[config.mk]
export PLATFORM = sky130hd
export DESIGN_NAME = goertzel_single_bin_top
export DESIGN_NICKNAME = d
export VERILOG_FILES = /design/src/rtl/gsb_pkg.sv /design/src/rtl/gsb_datapath.sv /design/src/rtl/gsb_ctrl.sv /design/src/rtl/goertzel_single_bin_top.sv
export SDC_FILE = /design/constraint.sdc
export NUM_CORES = 2
export LEC_CHECK = 0
export BUFFER_PORTS_ARGS = -buffer_cell sky130_fd_sc_hd__buf_2
export CAP_MARGIN = 20
export CORE_MARGIN = 3
export CORE_UTILIZATION = 36
export CTS_CLUSTER_SIZE = 14
export DETAILED_ROUTE_END_ITERATION = 16
export REMOVE_ABC_BUFFERS = 1
export SETUP_SLACK_MARGIN = 0.02
export SLEW_MARGIN = 20
export SYNTH_ARGS = -nofsm -noshare
export SYNTH_HDL_FRONTEND = slang
export SYNTH_SLANG_ARGS = --single-unit
[constraint.sdc]
create_clock -name clk -period 14 [get_ports clk]
set_clock_uncertainty 0.15 [all_clocks]
set_input_delay 2.8 -clock clk [delete_from_list [all_inputs] [get_ports clk]]
set_output_delay 2.8 -clock clk [all_outputs]
set_load 0.01 [all_outputs]
[src/rtl/gsb_pkg.sv]
`default_nettype none

package gsb_pkg;

    // Field widths of the channels and the register file
    localparam int SAMPLE_W   = 16;
    localparam int SAMPLE_FRAC = 8;
    localparam int OUT_W      = 32;
    localparam int LEN_W      = 13;
    localparam int COEF_W     = 18;
    localparam int SCALE_W    = 24;
    localparam int CFG_DATA_W = 24;
    localparam int CFG_IDX_W  = 3;

    // Fraction bits dropped after each kind of product
    localparam int COEF_FRAC  = 16;
    localparam int SCALE_FRAC = 24;

    // Multiplier coefficient operand: signed, wide enough for the unsigned scale
    localparam int MUL_A_W = SCALE_W + 1;

    // Register indexes
    localparam logic [CFG_IDX_W-1:0] CFG_BLOCK_LENGTH   = 3'd0;
    localparam logic [CFG_IDX_W-1:0] CFG_FEEDBACK_COEFF = 3'd1;
    localparam logic [CFG_IDX_W-1:0] CFG_COSINE_TERM    = 3'd2;
    localparam logic [CFG_IDX_W-1:0] CFG_SINE_TERM      = 3'd3;
    localparam logic [CFG_IDX_W-1:0] CFG_OUTPUT_SCALE   = 3'd4;

    // Register reset values
    localparam logic        [LEN_W-1:0]   BLOCK_LENGTH_RST   = 13'd960;
    localparam logic signed [COEF_W-1:0]  FEEDBACK_COEFF_RST = 18'sd92682;
    localparam logic signed [COEF_W-1:0]  COSINE_TERM_RST    = 18'sd46341;
    localparam logic signed [COEF_W-1:0]  SINE_TERM_RST      = 18'sd46341;
    localparam logic        [SCALE_W-1:0] OUTPUT_SCALE_RST   = 24'd34953;

    // Sequencer states
    typedef enum logic [4:0] {
        S_IDLE,
        S_HI,
        S_PSUM,
        S_UPDATE,
        S_F_LO,
        S_F_HI,
        S_F_PSUM,
        S_F_UPDATE,
        S_C_LO,
        S_C_HI,
        S_C_SUM,
        S_DIFF,
        S_R_LO,
        S_R_HI,
        S_R_SUM,
        S_S_LO,
        S_S_HI,
        S_S_SUM,
        S_I_LO,
        S_I_HI,
        S_I_SUM,
        S_EMIT
    } gsb_state_t;

    // Coefficient operand of the shared multiplier
    typedef enum logic [1:0] {
        A_FEEDBACK,
        A_COSINE,
        A_SINE,
        A_SCALE
    } gsb_a_sel_t;

    // Data operand of the shared multiplier
    typedef enum logic [1:0] {
        B_Z1,
        B_ZP,
        B_TERM
    } gsb_b_sel_t;

    // What to do with the two registered partial products
    typedef enum logic [1:0] {
        SUM_NONE,
        SUM_TERM,
        SUM_REAL,
        SUM_IMAG
    } gsb_sum_op_t;

    // Accumulator updates
    typedef enum logic [1:0] {
        UPD_NONE,
        UPD_SAMPLE,
        UPD_FINAL,
        UPD_DIFF
    } gsb_upd_op_t;

    typedef struct packed {
        logic        take_sample;
        logic        mul_en;
        logic        mul_hi;
        gsb_a_sel_t  a_sel;
        gsb_b_sel_t  b_sel;
        gsb_sum_op_t sum_op;
        gsb_upd_op_t upd_op;
        logic        load_out;
    } gsb_cmd_t;

    typedef struct packed {
        logic out_free;
    } gsb_status_t;

endpackage

`default_nettype wire

[src/rtl/gsb_datapath.sv]
`default_nettype none

module gsb_datapath #(
    parameter int ACC_WIDTH = 48
) (
    input  wire logic                                 clk,
    input  wire logic                                 rst_n,
    input  wire gsb_pkg::gsb_cmd_t                    cmd,
    output gsb_pkg::gsb_status_t                      status,
    input  wire logic signed [gsb_pkg::SAMPLE_W-1:0]  sample,
    input  wire logic signed [gsb_pkg::COEF_W-1:0]    feedback_coeff,
    input  wire logic signed [gsb_pkg::COEF_W-1:0]    cosine_term,
    input  wire logic signed [gsb_pkg::COEF_W-1:0]    sine_term,
    input  wire logic        [gsb_pkg::SCALE_W-1:0]   output_scale,
    input  wire logic                                 out_stall,
    output logic                                      out_valid,
    output logic signed [gsb_pkg::OUT_W-1:0]          real_part,
    output logic signed [gsb_pkg::OUT_W-1:0]          imag_part
);

    localparam int LO_W   = ACC_WIDTH / 2;
    localparam int HI_W   = ACC_WIDTH - LO_W;
    localparam int MB_W   = HI_W + 1;
    localparam int MA_W   = gsb_pkg::MUL_A_W;
    localparam int PROD_W = MA_W + MB_W;
    localparam int FULL_W = ACC_WIDTH + MA_W;
    localparam int OUT_W  = gsb_pkg::OUT_W;
    localparam int COEF_W = gsb_pkg::COEF_W;
    localparam int XPAD_W = ACC_WIDTH + 1 - gsb_pkg::SAMPLE_W - gsb_pkg::SAMPLE_FRAC;

    localparam logic signed [FULL_W-1:0] ACC_MAX_F =
        {{(FULL_W-ACC_WIDTH+1){1'b0}}, {(ACC_WIDTH-1){1'b1}}};
    localparam logic signed [FULL_W-1:0] ACC_MIN_F = ~ACC_MAX_F;
    localparam logic signed [FULL_W-1:0] OUT_MAX_F =
        {{(FULL_W-OUT_W+1){1'b0}}, {(OUT_W-1){1'b1}}};
    localparam logic signed [FULL_W-1:0] OUT_MIN_F = ~OUT_MAX_F;

    // Clamp a sum one bit wider than the accumulator
    function automatic logic signed [ACC_WIDTH-1:0] sat_acc(
        input logic signed [ACC_WIDTH:0] v
    );
        logic signed [ACC_WIDTH-1:0] r;
        if (v[ACC_WIDTH] != v[ACC_WIDTH-1])
        begin
            r = {v[ACC_WIDTH], {(ACC_WIDTH-1){~v[ACC_WIDTH]}}};
        end
        else
        begin
            r = v[ACC_WIDTH-1:0];
        end
        return r;
    endfunction

    logic signed [ACC_WIDTH-1:0]          z1_reg;
    logic signed [ACC_WIDTH-1:0]          z2_reg;
    logic signed [ACC_WIDTH-1:0]          zp_reg;
    logic signed [ACC_WIDTH-1:0]          term_reg;
    logic signed [gsb_pkg::SAMPLE_W-1:0]  x_reg;
    logic signed [PROD_W-1:0]             prod_lo_reg;
    logic signed [PROD_W-1:0]             prod_hi_reg;
    logic signed [OUT_W-1:0]              real_pend_reg;
    logic signed [OUT_W-1:0]              imag_pend_reg;
    logic signed [OUT_W-1:0]              real_reg;
    logic signed [OUT_W-1:0]              imag_reg;
    logic                                 out_valid_reg;

    logic signed [MA_W-1:0]       op_a;
    logic signed [ACC_WIDTH-1:0]  b_val;
    logic signed [MB_W-1:0]       op_b;
    logic signed [PROD_W-1:0]     product;
    logic signed [FULL_W-1:0]     full_sum;
    logic signed [FULL_W-1:0]     shr_coef;
    logic signed [FULL_W-1:0]     shr_scale;
    logic signed [ACC_WIDTH-1:0]  term_sat;
    logic signed [OUT_W-1:0]      out_sat;
    logic signed [ACC_WIDTH:0]    x_ext;
    logic signed [ACC_WIDTH:0]    t_raw;
    logic signed [ACC_WIDTH-1:0]  t_sat;
    logic signed [ACC_WIDTH:0]    w_raw;
    logic signed [ACC_WIDTH-1:0]  w_sat;
    logic signed [ACC_WIDTH:0]    d_raw;
    logic signed [ACC_WIDTH-1:0]  d_sat;

    // Pick the coefficient operand, sign- or zero-extended
    always_comb
    begin
        case (cmd.a_sel)
            gsb_pkg::A_FEEDBACK: op_a = {{(MA_W-COEF_W){feedback_coeff[COEF_W-1]}},
                                         feedback_coeff};
            gsb_pkg::A_COSINE:   op_a = {{(MA_W-COEF_W){cosine_term[COEF_W-1]}},
                                         cosine_term};
            gsb_pkg::A_SINE:     op_a = {{(MA_W-COEF_W){sine_term[COEF_W-1]}},
                                         sine_term};
            gsb_pkg::A_SCALE:    op_a = {1'b0, output_scale};
            default:             op_a = '0;
        endcase
    end

    // Pick the data operand and the half of it for this pass
    always_comb
    begin
        case (cmd.b_sel)
            gsb_pkg::B_Z1:   b_val = z1_reg;
            gsb_pkg::B_ZP:   b_val = zp_reg;
            gsb_pkg::B_TERM: b_val = term_reg;
            default:         b_val = '0;
        endcase
        if (cmd.mul_hi)
        begin
            op_b = {b_val[ACC_WIDTH-1], b_val[ACC_WIDTH-1:LO_W]};
        end
        else
        begin
            op_b = {{(MB_W-LO_W){1'b0}}, b_val[LO_W-1:0]};
        end
    end

    assign product = op_a * op_b;

    // Join the partial products, floor-shift and clamp
    always_comb
    begin
        full_sum  = ({{(FULL_W-PROD_W){prod_hi_reg[PROD_W-1]}}, prod_hi_reg} <<< LO_W)
                  + {{(FULL_W-PROD_W){prod_lo_reg[PROD_W-1]}}, prod_lo_reg};
        shr_coef  = full_sum >>> gsb_pkg::COEF_FRAC;
        shr_scale = full_sum >>> gsb_pkg::SCALE_FRAC;
        if (shr_coef > ACC_MAX_F)
        begin
            term_sat = ACC_MAX_F[ACC_WIDTH-1:0];
        end
        else if (shr_coef < ACC_MIN_F)
        begin
            term_sat = ACC_MIN_F[ACC_WIDTH-1:0];
        end
        else
        begin
            term_sat = shr_coef[ACC_WIDTH-1:0];
        end
        if (shr_scale > OUT_MAX_F)
        begin
            out_sat = OUT_MAX_F[OUT_W-1:0];
        end
        else if (shr_scale < OUT_MIN_F)
        begin
            out_sat = OUT_MIN_F[OUT_W-1:0];
        end
        else
        begin
            out_sat = shr_scale[OUT_W-1:0];
        end
    end

    // Recurrence step and the final difference
    always_comb
    begin
        if (cmd.upd_op == gsb_pkg::UPD_SAMPLE)
        begin
            x_ext = {{XPAD_W{x_reg[gsb_pkg::SAMPLE_W-1]}}, x_reg,
                     {gsb_pkg::SAMPLE_FRAC{1'b0}}};
        end
        else
        begin
            x_ext = '0;
        end
        t_raw = x_ext + {term_reg[ACC_WIDTH-1], term_reg};
        t_sat = sat_acc(t_raw);
        w_raw = {t_sat[ACC_WIDTH-1], t_sat} - {z2_reg[ACC_WIDTH-1], z2_reg};
        w_sat = sat_acc(w_raw);
        d_raw = {z1_reg[ACC_WIDTH-1], z1_reg} - {term_reg[ACC_WIDTH-1], term_reg};
        d_sat = sat_acc(d_raw);
    end

    // Delay line: advance on each step, drop at block end
    always_ff @(posedge clk or negedge rst_n)
    begin
        if (!rst_n)
        begin
            z1_reg <= '0;
            z2_reg <= '0;
        end
        else if (cmd.load_out)
        begin
            z1_reg <= '0;
            z2_reg <= '0;
        end
        else if (cmd.upd_op == gsb_pkg::UPD_SAMPLE || cmd.upd_op == gsb_pkg::UPD_FINAL)
        begin
            z1_reg <= w_sat;
            z2_reg <= z1_reg;
        end
    end

    // Working registers
    always_ff @(posedge clk)
    begin
        if (cmd.take_sample)
        begin
            x_reg <= sample;
        end
        if (cmd.mul_en)
        begin
            if (cmd.mul_hi)
            begin
                prod_hi_reg <= product;
            end
            else
            begin
                prod_lo_reg <= product;
            end
        end
        if (cmd.upd_op == gsb_pkg::UPD_FINAL)
        begin
            zp_reg <= z1_reg;
        end
        if (cmd.sum_op == gsb_pkg::SUM_TERM)
        begin
            term_reg <= term_sat;
        end
        else if (cmd.upd_op == gsb_pkg::UPD_DIFF)
        begin
            term_reg <= d_sat;
        end
        if (cmd.sum_op == gsb_pkg::SUM_REAL)
        begin
            real_pend_reg <= out_sat;
        end
        if (cmd.sum_op == gsb_pkg::SUM_IMAG)
        begin
            imag_pend_reg <= out_sat;
        end
        if (cmd.load_out)
        begin
            real_reg <= real_pend_reg;
            imag_reg <= imag_pend_reg;
        end
    end

    // Output beat: set on load, drop once taken
    always_ff @(posedge clk or negedge rst_n)
    begin
        if (!rst_n)
        begin
            out_valid_reg <= 1'b0;
        end
        else if (cmd.load_out)
        begin
            out_valid_reg <= 1'b1;
        end
        else if (!out_stall)
        begin
            out_valid_reg <= 1'b0;
        end
    end

    assign status.out_free = !out_valid_reg || !out_stall;
    assign out_valid       = out_valid_reg;
    assign real_part       = real_reg;
    assign imag_part       = imag_reg;

endmodule

`default_nettype wire

[src/rtl/gsb_ctrl.sv]
`default_nettype none

module gsb_ctrl #(
    parameter int MAX_BLOCK = 4096
) (
    input  wire logic                             clk,
    input  wire logic                             rst_n,
    input  wire logic                             in_valid,
    output logic                                  in_stall,
    input  wire logic [gsb_pkg::LEN_W-1:0]        block_length,
    input  wire gsb_pkg::gsb_status_t             status,
    output gsb_pkg::gsb_cmd_t                     cmd
);

    localparam int CNT_W = $clog2(MAX_BLOCK + 1);
    localparam int CMP_W = (CNT_W > gsb_pkg::LEN_W) ? CNT_W : gsb_pkg::LEN_W;
    localparam logic [CMP_W-1:0] MAX_LEN = CMP_W'(MAX_BLOCK);

    gsb_pkg::gsb_state_t state_reg;
    gsb_pkg::gsb_state_t state_next;
    logic [CNT_W-1:0]    count_reg;
    logic [CNT_W-1:0]    count_next;

    logic [CMP_W-1:0] len_ext;
    logic [CMP_W-1:0] eff_len;
    logic [CMP_W-1:0] count_inc;
    logic             block_end;

    // Effective block length and end-of-block test
    always_comb
    begin
        len_ext = CMP_W'(block_length);
        if (len_ext == '0)
        begin
            eff_len = CMP_W'(1);
        end
        else if (len_ext > MAX_LEN)
        begin
            eff_len = MAX_LEN;
        end
        else
        begin
            eff_len = len_ext;
        end
        count_inc = CMP_W'(count_reg) + CMP_W'(1);
        block_end = (count_inc >= eff_len);
    end

    always_ff @(posedge clk or negedge rst_n)
    begin
        if (!rst_n)
        begin
            state_reg <= gsb_pkg::S_IDLE;
            count_reg <= '0;
        end
        else
        begin
            state_reg <= state_next;
            count_reg <= count_next;
        end
    end

    // Next state and datapath commands
    always_comb
    begin
        state_next      = state_reg;
        count_next      = count_reg;
        cmd.take_sample = 1'b0;
        cmd.mul_en      = 1'b0;
        cmd.mul_hi      = 1'b0;
        cmd.a_sel       = gsb_pkg::A_FEEDBACK;
        cmd.b_sel       = gsb_pkg::B_Z1;
        cmd.sum_op      = gsb_pkg::SUM_NONE;
        cmd.upd_op      = gsb_pkg::UPD_NONE;
        cmd.load_out    = 1'b0;
        case (state_reg)
            gsb_pkg::S_IDLE:
            begin
                // low half of c*z1 runs while waiting for a sample
                cmd.mul_en = 1'b1;
                if (in_valid)
                begin
                    cmd.take_sample = 1'b1;
                    state_next      = gsb_pkg::S_HI;
                end
            end
            gsb_pkg::S_HI:
            begin
                cmd.mul_en = 1'b1;
                cmd.mul_hi = 1'b1;
                state_next = gsb_pkg::S_PSUM;
            end
            gsb_pkg::S_PSUM:
            begin
                cmd.sum_op = gsb_pkg::SUM_TERM;
                state_next = gsb_pkg::S_UPDATE;
            end
            gsb_pkg::S_UPDATE:
            begin
                cmd.upd_op = gsb_pkg::UPD_SAMPLE;
                if (block_end)
                begin
                    count_next = '0;
                    state_next = gsb_pkg::S_F_LO;
                end
                else
                begin
                    count_next = count_inc[CNT_W-1:0];
                    state_next = gsb_pkg::S_IDLE;
                end
            end
            // extra step with zero input
            gsb_pkg::S_F_LO:
            begin
                cmd.mul_en = 1'b1;
                state_next = gsb_pkg::S_F_HI;
            end
            gsb_pkg::S_F_HI:
            begin
                cmd.mul_en = 1'b1;
                cmd.mul_hi = 1'b1;
                state_next = gsb_pkg::S_F_PSUM;
            end
            gsb_pkg::S_F_PSUM:
            begin
                cmd.sum_op = gsb_pkg::SUM_TERM;
                state_next = gsb_pkg::S_F_UPDATE;
            end
            gsb_pkg::S_F_UPDATE:
            begin
                cmd.upd_op = gsb_pkg::UPD_FINAL;
                state_next = gsb_pkg::S_C_LO;
            end
            // cos * zp
            gsb_pkg::S_C_LO:
            begin
                cmd.mul_en = 1'b1;
                cmd.a_sel  = gsb_pkg::A_COSINE;
                cmd.b_sel  = gsb_pkg::B_ZP;
                state_next = gsb_pkg::S_C_HI;
            end
            gsb_pkg::S_C_HI:
            begin
                cmd.mul_en = 1'b1;
                cmd.mul_hi = 1'b1;
                cmd.a_sel  = gsb_pkg::A_COSINE;
                cmd.b_sel  = gsb_pkg::B_ZP;
                state_next = gsb_pkg::S_C_SUM;
            end
            gsb_pkg::S_C_SUM:
            begin
                cmd.sum_op = gsb_pkg::SUM_TERM;
                state_next = gsb_pkg::S_DIFF;
            end
            gsb_pkg::S_DIFF:
            begin
                cmd.upd_op = gsb_pkg::UPD_DIFF;
                state_next = gsb_pkg::S_R_LO;
            end
            // real = d * scale
            gsb_pkg::S_R_LO:
            begin
                cmd.mul_en = 1'b1;
                cmd.a_sel  = gsb_pkg::A_SCALE;
                cmd.b_sel  = gsb_pkg::B_TERM;
                state_next = gsb_pkg::S_R_HI;
            end
            gsb_pkg::S_R_HI:
            begin
                cmd.mul_en = 1'b1;
                cmd.mul_hi = 1'b1;
                cmd.a_sel  = gsb_pkg::A_SCALE;
                cmd.b_sel  = gsb_pkg::B_TERM;
                state_next = gsb_pkg::S_R_SUM;
            end
            gsb_pkg::S_R_SUM:
            begin
                cmd.sum_op = gsb_pkg::SUM_REAL;
                state_next = gsb_pkg::S_S_LO;
            end
            // sin * zp
            gsb_pkg::S_S_LO:
            begin
                cmd.mul_en = 1'b1;
                cmd.a_sel  = gsb_pkg::A_SINE;
                cmd.b_sel  = gsb_pkg::B_ZP;
                state_next = gsb_pkg::S_S_HI;
            end
            gsb_pkg::S_S_HI:
            begin
                cmd.mul_en = 1'b1;
                cmd.mul_hi = 1'b1;
                cmd.a_sel  = gsb_pkg::A_SINE;
                cmd.b_sel  = gsb_pkg::B_ZP;
                state_next = gsb_pkg::S_S_SUM;
            end
            gsb_pkg::S_S_SUM:
            begin
                cmd.sum_op = gsb_pkg::SUM_TERM;
                state_next = gsb_pkg::S_I_LO;
            end
            // imag = sp * scale
            gsb_pkg::S_I_LO:
            begin
                cmd.mul_en = 1'b1;
                cmd.a_sel  = gsb_pkg::A_SCALE;
                cmd.b_sel  = gsb_pkg::B_TERM;
                state_next = gsb_pkg::S_I_HI;
            end
            gsb_pkg::S_I_HI:
            begin
                cmd.mul_en = 1'b1;
                cmd.mul_hi = 1'b1;
                cmd.a_sel  = gsb_pkg::A_SCALE;
                cmd.b_sel  = gsb_pkg::B_TERM;
                state_next = gsb_pkg::S_I_SUM;
            end
            gsb_pkg::S_I_SUM:
            begin
                cmd.sum_op = gsb_pkg::SUM_IMAG;
                state_next = gsb_pkg::S_EMIT;
            end
            // hold until the output register is free
            gsb_pkg::S_EMIT:
            begin
                if (status.out_free)
                begin
                    cmd.load_out = 1'b1;
                    state_next   = gsb_pkg::S_IDLE;
                end
            end
            default:
            begin
                state_next = gsb_pkg::S_IDLE;
            end
        endcase
    end

    assign in_stall = (state_reg != gsb_pkg::S_IDLE);

endmodule

`default_nettype wire

[src/rtl/goertzel_single_bin_top.sv]
// Channel   Direction  Handshake           Beat contents
// input     in         in_valid/in_stall   sample (16-bit signed)
// output    out        out_valid/out_stall real_part, imag_part (32-bit signed)
// config    in         cfg_write           cfg_index, cfg_data
//
// For each sample, one 25 x (ACC_WIDTH-ACC_WIDTH/2+1) multiplier is shared
// and c*z1 is formed from two partial products before the recurrence updates.
// The last sample of a block adds the zero-input step and the four output
// products, all on the same multiplier.
// A result waits in the output register while the next block is taken; the
// block end holds only if that register is still full.
// rst_n clears the registers to their defaults and the delay line to zero.
`default_nettype none

module goertzel_single_bin_top #(
    parameter int ACC_WIDTH = 48,
    parameter int MAX_BLOCK = 4096
) (
    input  wire logic                                  clk,
    input  wire logic                                  rst_n,
    input  wire logic                                  in_valid,
    output logic                                       in_stall,
    input  wire logic signed [gsb_pkg::SAMPLE_W-1:0]   sample,
    output logic                                       out_valid,
    input  wire logic                                  out_stall,
    output logic signed [gsb_pkg::OUT_W-1:0]           real_part,
    output logic signed [gsb_pkg::OUT_W-1:0]           imag_part,
    input  wire logic                                  cfg_write,
    input  wire logic [gsb_pkg::CFG_IDX_W-1:0]         cfg_index,
    input  wire logic [gsb_pkg::CFG_DATA_W-1:0]        cfg_data
);

    logic        [gsb_pkg::LEN_W-1:0]   block_length_reg;
    logic signed [gsb_pkg::COEF_W-1:0]  feedback_coeff_reg;
    logic signed [gsb_pkg::COEF_W-1:0]  cosine_term_reg;
    logic signed [gsb_pkg::COEF_W-1:0]  sine_term_reg;
    logic        [gsb_pkg::SCALE_W-1:0] output_scale_reg;

    gsb_pkg::gsb_cmd_t    cmd;
    gsb_pkg::gsb_status_t status;

    // Register file writes
    always_ff @(posedge clk or negedge rst_n)
    begin
        if (!rst_n)
        begin
            block_length_reg   <= gsb_pkg::BLOCK_LENGTH_RST;
            feedback_coeff_reg <= gsb_pkg::FEEDBACK_COEFF_RST;
            cosine_term_reg    <= gsb_pkg::COSINE_TERM_RST;
            sine_term_reg      <= gsb_pkg::SINE_TERM_RST;
            output_scale_reg   <= gsb_pkg::OUTPUT_SCALE_RST;
        end
        else if (cfg_write)
        begin
            case (cfg_index)
                gsb_pkg::CFG_BLOCK_LENGTH:
                    block_length_reg <= cfg_data[gsb_pkg::LEN_W-1:0];
                gsb_pkg::CFG_FEEDBACK_COEFF:
                    feedback_coeff_reg <= signed'(cfg_data[gsb_pkg::COEF_W-1:0]);
                gsb_pkg::CFG_COSINE_TERM:
                    cosine_term_reg <= signed'(cfg_data[gsb_pkg::COEF_W-1:0]);
                gsb_pkg::CFG_SINE_TERM:
                    sine_term_reg <= signed'(cfg_data[gsb_pkg::COEF_W-1:0]);
                gsb_pkg::CFG_OUTPUT_SCALE:
                    output_scale_reg <= cfg_data[gsb_pkg::SCALE_W-1:0];
                default:
                begin
                end
            endcase
        end
    end

    gsb_ctrl #(
        .MAX_BLOCK (MAX_BLOCK)
    ) u_ctrl (
        .clk          (clk),
        .rst_n        (rst_n),
        .in_valid     (in_valid),
        .in_stall     (in_stall),
        .block_length (block_length_reg),
        .status       (status),
        .cmd          (cmd)
    );

    gsb_datapath #(
        .ACC_WIDTH (ACC_WIDTH)
    ) u_datapath (
        .clk            (clk),
        .rst_n          (rst_n),
        .cmd            (cmd),
        .status         (status),
        .sample         (sample),
        .feedback_coeff (feedback_coeff_reg),
        .cosine_term    (cosine_term_reg),
        .sine_term      (sine_term_reg),
        .output_scale   (output_scale_reg),
        .out_stall      (out_stall),
        .out_valid      (out_valid),
        .real_part      (real_part),
        .imag_part      (imag_part)
    );

endmodule

`default_nettype wire

Word-level counts from Yosys, hierarchy flattened
Index checks and enable logic that the tools add are counted.

word-level totals
  register bits after elaboration = 545
  word-level logic and storage cells = 138
  input port bits = 48

cells by class
  reduce and logical (&&, ||, !) cells = 26
  order comparisons = 6
  multiply operators = 1
  bitwise operators = 4
  multiplexer cells = 35
  equality and inequality tests = 42
  $add $sub $neg = 5

operator list
  kind                                                                             number
  48-bit 2-to-1 mux                                                                11
  48-bit case mux with 3 select lines                                              1
  5-bit case mux with 22 select lines                                              1
  25-bit case mux with 4 select lines                                              1
  48-bit by 48-bit subtractor with 49-bit output                                   2
  73-bit adder                                                                     1
  32-bit 2-to-1 mux                                                                2
  57-bit by 48-bit > comparator with 1-bit output (second input constant)          1
  57-bit by 48-bit less-than comparator with 1-bit output (second input constant)  1
  25-bit by 25-bit multiplier with 50-bit output                                   1
  49-bit adder                                                                     1
  49-bit by 32-bit > comparator with 1-bit output (second input constant)          1
  49-bit by 32-bit less-than comparator with 1-bit output (second input constant)  1
  49-bit 2-to-1 mux                                                                1
  5-bit by 4-bit == test with 1-bit output (second input constant)                 8
  13-bit 2-to-1 mux                                                                3
  5-bit == test (second input constant)                                            6
  25-bit 2-to-1 mux                                                                1
  5-bit by 3-bit == test with 1-bit output (second input constant)                 4
  2-bit AND reduction                                                              8
  2-bit == test (second input constant)                                            7
  13-bit by 1-bit adder with 13-bit output (second input constant)                 1
  13-bit >= comparator                                                             1
  13-bit > comparator (second input constant)                                      1
  27 further kinds                                                                 53

Logic depth before layout (Yosys ltp)
  word-level depth = 12
  depth in mapped cells = 37
  depth with buffers taken out = 35

By module
A second synthesis with hierarchy kept.

second synthesis, totals
  cell total of the unflattened synthesis = 5654
  area, all modules = 54956.5 µm²

by module, submodules not included
  module                   times used  area an instance (µm²)  cells an instance
  gsb_datapath             1           49733.9                 5242
  goertzel_single_bin_top  1           3595.9                  196
  gsb_ctrl                 1           1626.6                  216

Worst setup path after synthesis
No wires, ideal clock.

  path kind = reg2reg
  from = register u_ctrl.state_reg[0]
  to = register u_datapath.prod_hi_reg[48], data pin
  setup time = 266 ps
  cell stages (with the launch flop) = 36
  setup slack = 3992 ps
  buffers on the path = 3
  data arrival time = 9592 ps
  cell sequence = dfrtp_1 clkbuf_1 nand2b_1 nand2_1 o22a_1 clkbuf_1 clkinv_1 a31oi_1 clkbuf_1 nand2_1 fa_1 inv_1 fa_1 inv_1 fa_1 inv_1 fa_1 inv_1 fa_1 inv_1 fa_1 inv_1 fa_1 inv_1 ha_1 nand2_1 o21ai_0 o41ai_1 a21bo_4 a41oi_2 or4_4 a31oi_4 a41oi_1 o311a_1 a21oi_1 xor2_1

between the ends
  word-level cells in the longest chain between the ends = 7
  elaborated cells on any way between the ends = 27

RTL lines
  what                                                                              line                 text
  start: declaration                                                                gsb_ctrl.sv:19       gsb_pkg::gsb_state_t state_reg;
  start signal: assignment                                                          gsb_ctrl.sv:53       state_reg <= gsb_pkg::S_IDLE;
  start signal: assignment                                                          gsb_ctrl.sv:58       state_reg <= state_next;
  5-bit by 4-bit == test with 1-bit output / 5-bit == test (equally long branches)  gsb_ctrl.sv:76       case (state_reg)
  4-bit OR reduction (no line) / 2-bit OR reduction (equally long branches)         n/a
  4-bit case mux with 3 select lines                                                gsb_ctrl.sv:76
  2-bit == test (tied with other cells)                                             gsb_datapath.sv:102  case (cmd.b_sel)
  48-bit case mux with 3 select lines                                               gsb_datapath.sv:102
  25-bit 2-to-1 mux                                                                 gsb_datapath.sv:108  if (cmd.mul_hi)
  25-bit by 25-bit multiplier with 50-bit output (*)                                gsb_datapath.sv:118  assign product = op_a * op_b;
  named net u_datapath.product[48]                                                  gsb_datapath.sv:70   logic signed [PROD_W-1:0] product;
  end signal: assignment                                                            gsb_datapath.sv:204  prod_hi_reg <= product;
  end: declaration                                                                  gsb_datapath.sv:60   logic signed [PROD_W-1:0] prod_hi_reg;

The timed path passes the listed nets; every way through them passes the cells marked *.
A chain may end at the register's enable or synchronous reset.

Worst setup path in the final report
  from = register u_ctrl.state_reg[2]
  to = register u_datapath.prod_lo_reg[47], data pin

between the ends
  word-level cells in the longest chain between the ends = 7
  elaborated cells on any way between the ends = 27

RTL lines
  what                                                                              line                 text
  5-bit by 4-bit == test with 1-bit output / 5-bit == test (equally long branches)  gsb_ctrl.sv:76
  4-bit OR reduction (no line) / 2-bit OR reduction (equally long branches)         n/a
  4-bit case mux with 3 select lines                                                gsb_ctrl.sv:76
  2-bit == test (tied with other cells)                                             gsb_datapath.sv:102
  48-bit case mux with 3 select lines                                               gsb_datapath.sv:102
  25-bit 2-to-1 mux                                                                 gsb_datapath.sv:108
  25-bit by 25-bit multiplier with 50-bit output (*)                                gsb_datapath.sv:118
  named net u_datapath.product[47]                                                  gsb_datapath.sv:70
  end signal: assignment                                                            gsb_datapath.sv:208  prod_lo_reg <= product;
  end: declaration                                                                  gsb_datapath.sv:59   logic signed [PROD_W-1:0] prod_lo_reg;

Marks and branches as above.

==> metrics <==
die boundary height=slightly below 400 µm; CTS root buf=clkbuf_16; CTS clk-pin slew, worst paths=roughly 0.060 ns; max_slew headroom=0.218; Crit Path Max Fanout=25; WL final=between 150000 and 200000 µm; post-DP HPWL=approximately 140000 µm; clock sinks=roughly 530; Main synth FF type=edfxtp_1; Post-synth EDFFs=323; vias in the first global route=42358; Post-Syn Area=54700 µm²; critical path type=reg -> reg; Data arrival, critical path=12.25 ns; # DRC=0; Fin Setup TNS=0 ns; synthesized area per cell=roughly 9.6 µm²; Clock Latency Late Sink=roughly 0.71 ns; worst path required time=14.24 ns; Hold Vio Cnt, Final=0; CP peak stage delay=just over 0.7 ns; Setup crit start=u_ctrl.state_reg[2]$_DFFE_PN0P_; overall die width=396 µm; CTS tree=built; antenna-violating nets left=0; HP Start=u_datapath.imag_pend_reg[19]$_DFFE_PN_; outcome=finished clean; Synth Warn #=0; max-cap violations=0; leading post-synthesis cells by cell area=fa_1 (24%), edfxtp_1 (18%), dfrtp_1 (8.0%), ha_1 (7.8%), inv_1 (6.0%); filler instances=between 10000 and 15000; cts-stage hold buffer count=0; first drt pass iteration count=5; top-area cell type share of the netlist area=0.242; asr flop ratio synth=0.389; Initial Util=0.364; CP top delay family=adder cells; reg-to-reg slack, setup=about 2 ns; Setup crit start kind=flop; Routed WL per cell=approximately 23 µm; final-stage net count=a little under 7000; Initial DRC Count=approximately 4000; CTS Buffer Depth=3; Crit-path slowest cell=o21a_1; area grow syn2layout=9.93%; synth cell count leaders=inv_1 (876), nand2_1 (674), fa_1 (662); grt ovf=0; Worst Tran Pin Value=1.17 ns; CTS Buf Count=61; Worst setup EP type=flop; Worst Path Buf+Inv=6; Overall Global Routing Usage=0.226; # rows=about 140; top-count cell post-synth=inv_1; max reg flops=between 40 and 50; Gate Count Post-Synth=5721; first-pass GRT wire length=269000 µm; RSZ-0062 raised after global routing=no; Min-Delay Path Class=reg -> reg; #FFs+latches synth=between 500 and 600; via count=42409; crit-path most repeated cell=fa_1; RD Place Congestion=about 0.97; htree depth=2; DIE AREA=roughly 160000 µm²; quantity of gates resized following cts=0; initial antenna violation count=4; Distinct cells, synth=roughly 100; fin. max-slew vios=0; largest area contributor in the netlist=fa_1; fin crit share=0.858; vias per cell=roughly 5.4; Post-CTS Setup Bufs=0; core area=150000 µm²; IO Port Bufs=113; fin crit period=between 10 and 15 ns; # IOs=114; final setup violation count=0; largest net degree at the start of global routing=~80; reg2reg start=u_ctrl.state_reg[2]$_DFFE_PN0P_; sequential fraction of the synthesis area=0.272; FMAX=around 0.083 GHz; share of cells above drive strength 1=0.103
[cell usage in the layout (no fill, tap or decap), types with 33 or more instances in the layout]
master	n
a22oi_1	47
buf_4	113
inv_1	876
and2_1	55
xnor2_1	145
xor2_1	81
mux2i_1	51
ha_1	341
clkbuf_16	62
o21ai_0	220
o21a_1	48
nor2_1	527
buf_2	112
dfrtp_1	176
a21oi_1	274
mux2_2	93
nand4_1	38
a21o_1	112
nand2_1	673
nand2b_1	77
edfxtp_1	323
nor2b_1	33
nand3_1	67
fa_1	662
[final timing paths]
path	to	cells past startpoint
max	u_datapath.prod_lo_reg[47]$_DFFE_PP_	32
min	u_datapath.imag_part[19]$_DFFE_PP_	0
max reg2reg	u_datapath.prod_lo_reg[47]$_DFFE_PP_	32
min reg2reg	u_datapath.imag_part[19]$_DFFE_PP_	0
max in group asynchronous	u_ctrl.count_reg[3]$_DFFE_PN0P_	2
min in group asynchronous	u_datapath.z1_reg[8]$_DFFE_PN0P_	1
[cell families (layout without fill, tap and decap cells)]
| family | count (synthesis) | after routing | synth area share |
|---|---|---|---|
| simple gates | 1605 | 1605 | 0.128 |
| buf+inv | 1113 | 1216 | 0.0781 |
| flops | 529 | 529 | 0.272 |
| compound gates | 1090 | 1090 | 0.135 |
| xor+xnor | 227 | 227 | 0.0363 |
| fa+ha+maj | 1013 | 1013 | 0.322 |
| mux | 144 | 144 | 0.0285 |
| other cells | 0 | 1 | 0 |
[metal layers]
| metal | wire (µm) | GRT usage |
|---|---|---|
| met1 | 76700 | 0.314 |
| met2 | 80500 | 0.357 |
| met3 | 15000 | 0.0426 |
| met4 | 6570 | 0.0722 |
| met5 | 13 | 0 |
[stage by stage]
stage | cells | worst slack [ns] | hold slack [ns] | cell area (µm²) | utilization
2_1_floorplan | 5486 | 2.44 | 0.250 | 53700 | -
3_3_place_gp | 7728 | 2.27 | 0.250 | 58000 | 0.385
3_5_place_dp | 7728 | 2.10 | 0.255 | 58000 | 0.385
4_1_cts | 7840 | 2.03 | 0.261 | 60100 | 0.400
5_1_grt | 7840 | 1.25 | 0.268 | 60100 | 0.400
6_report | 7841 | 1.99 | 0.260 | 60100 | 0.400
[cell type report]
type,count,area [µm²],area share
multi-input combinational,4079,35900,0.596
sequential,529,14900,0.248
inverter,878,3300,0.0548
tap,2016,2520,0.0419
clock buffer,69,1590,0.0264
timing repair buffer,226,1420,0.0237
clock inverter,43,571,0.00949
antenna,1,2.50,0.0000416
Power is not shown: default switching activity piles up to over one toggle a cycle in this logic, so the estimate is an artifact.
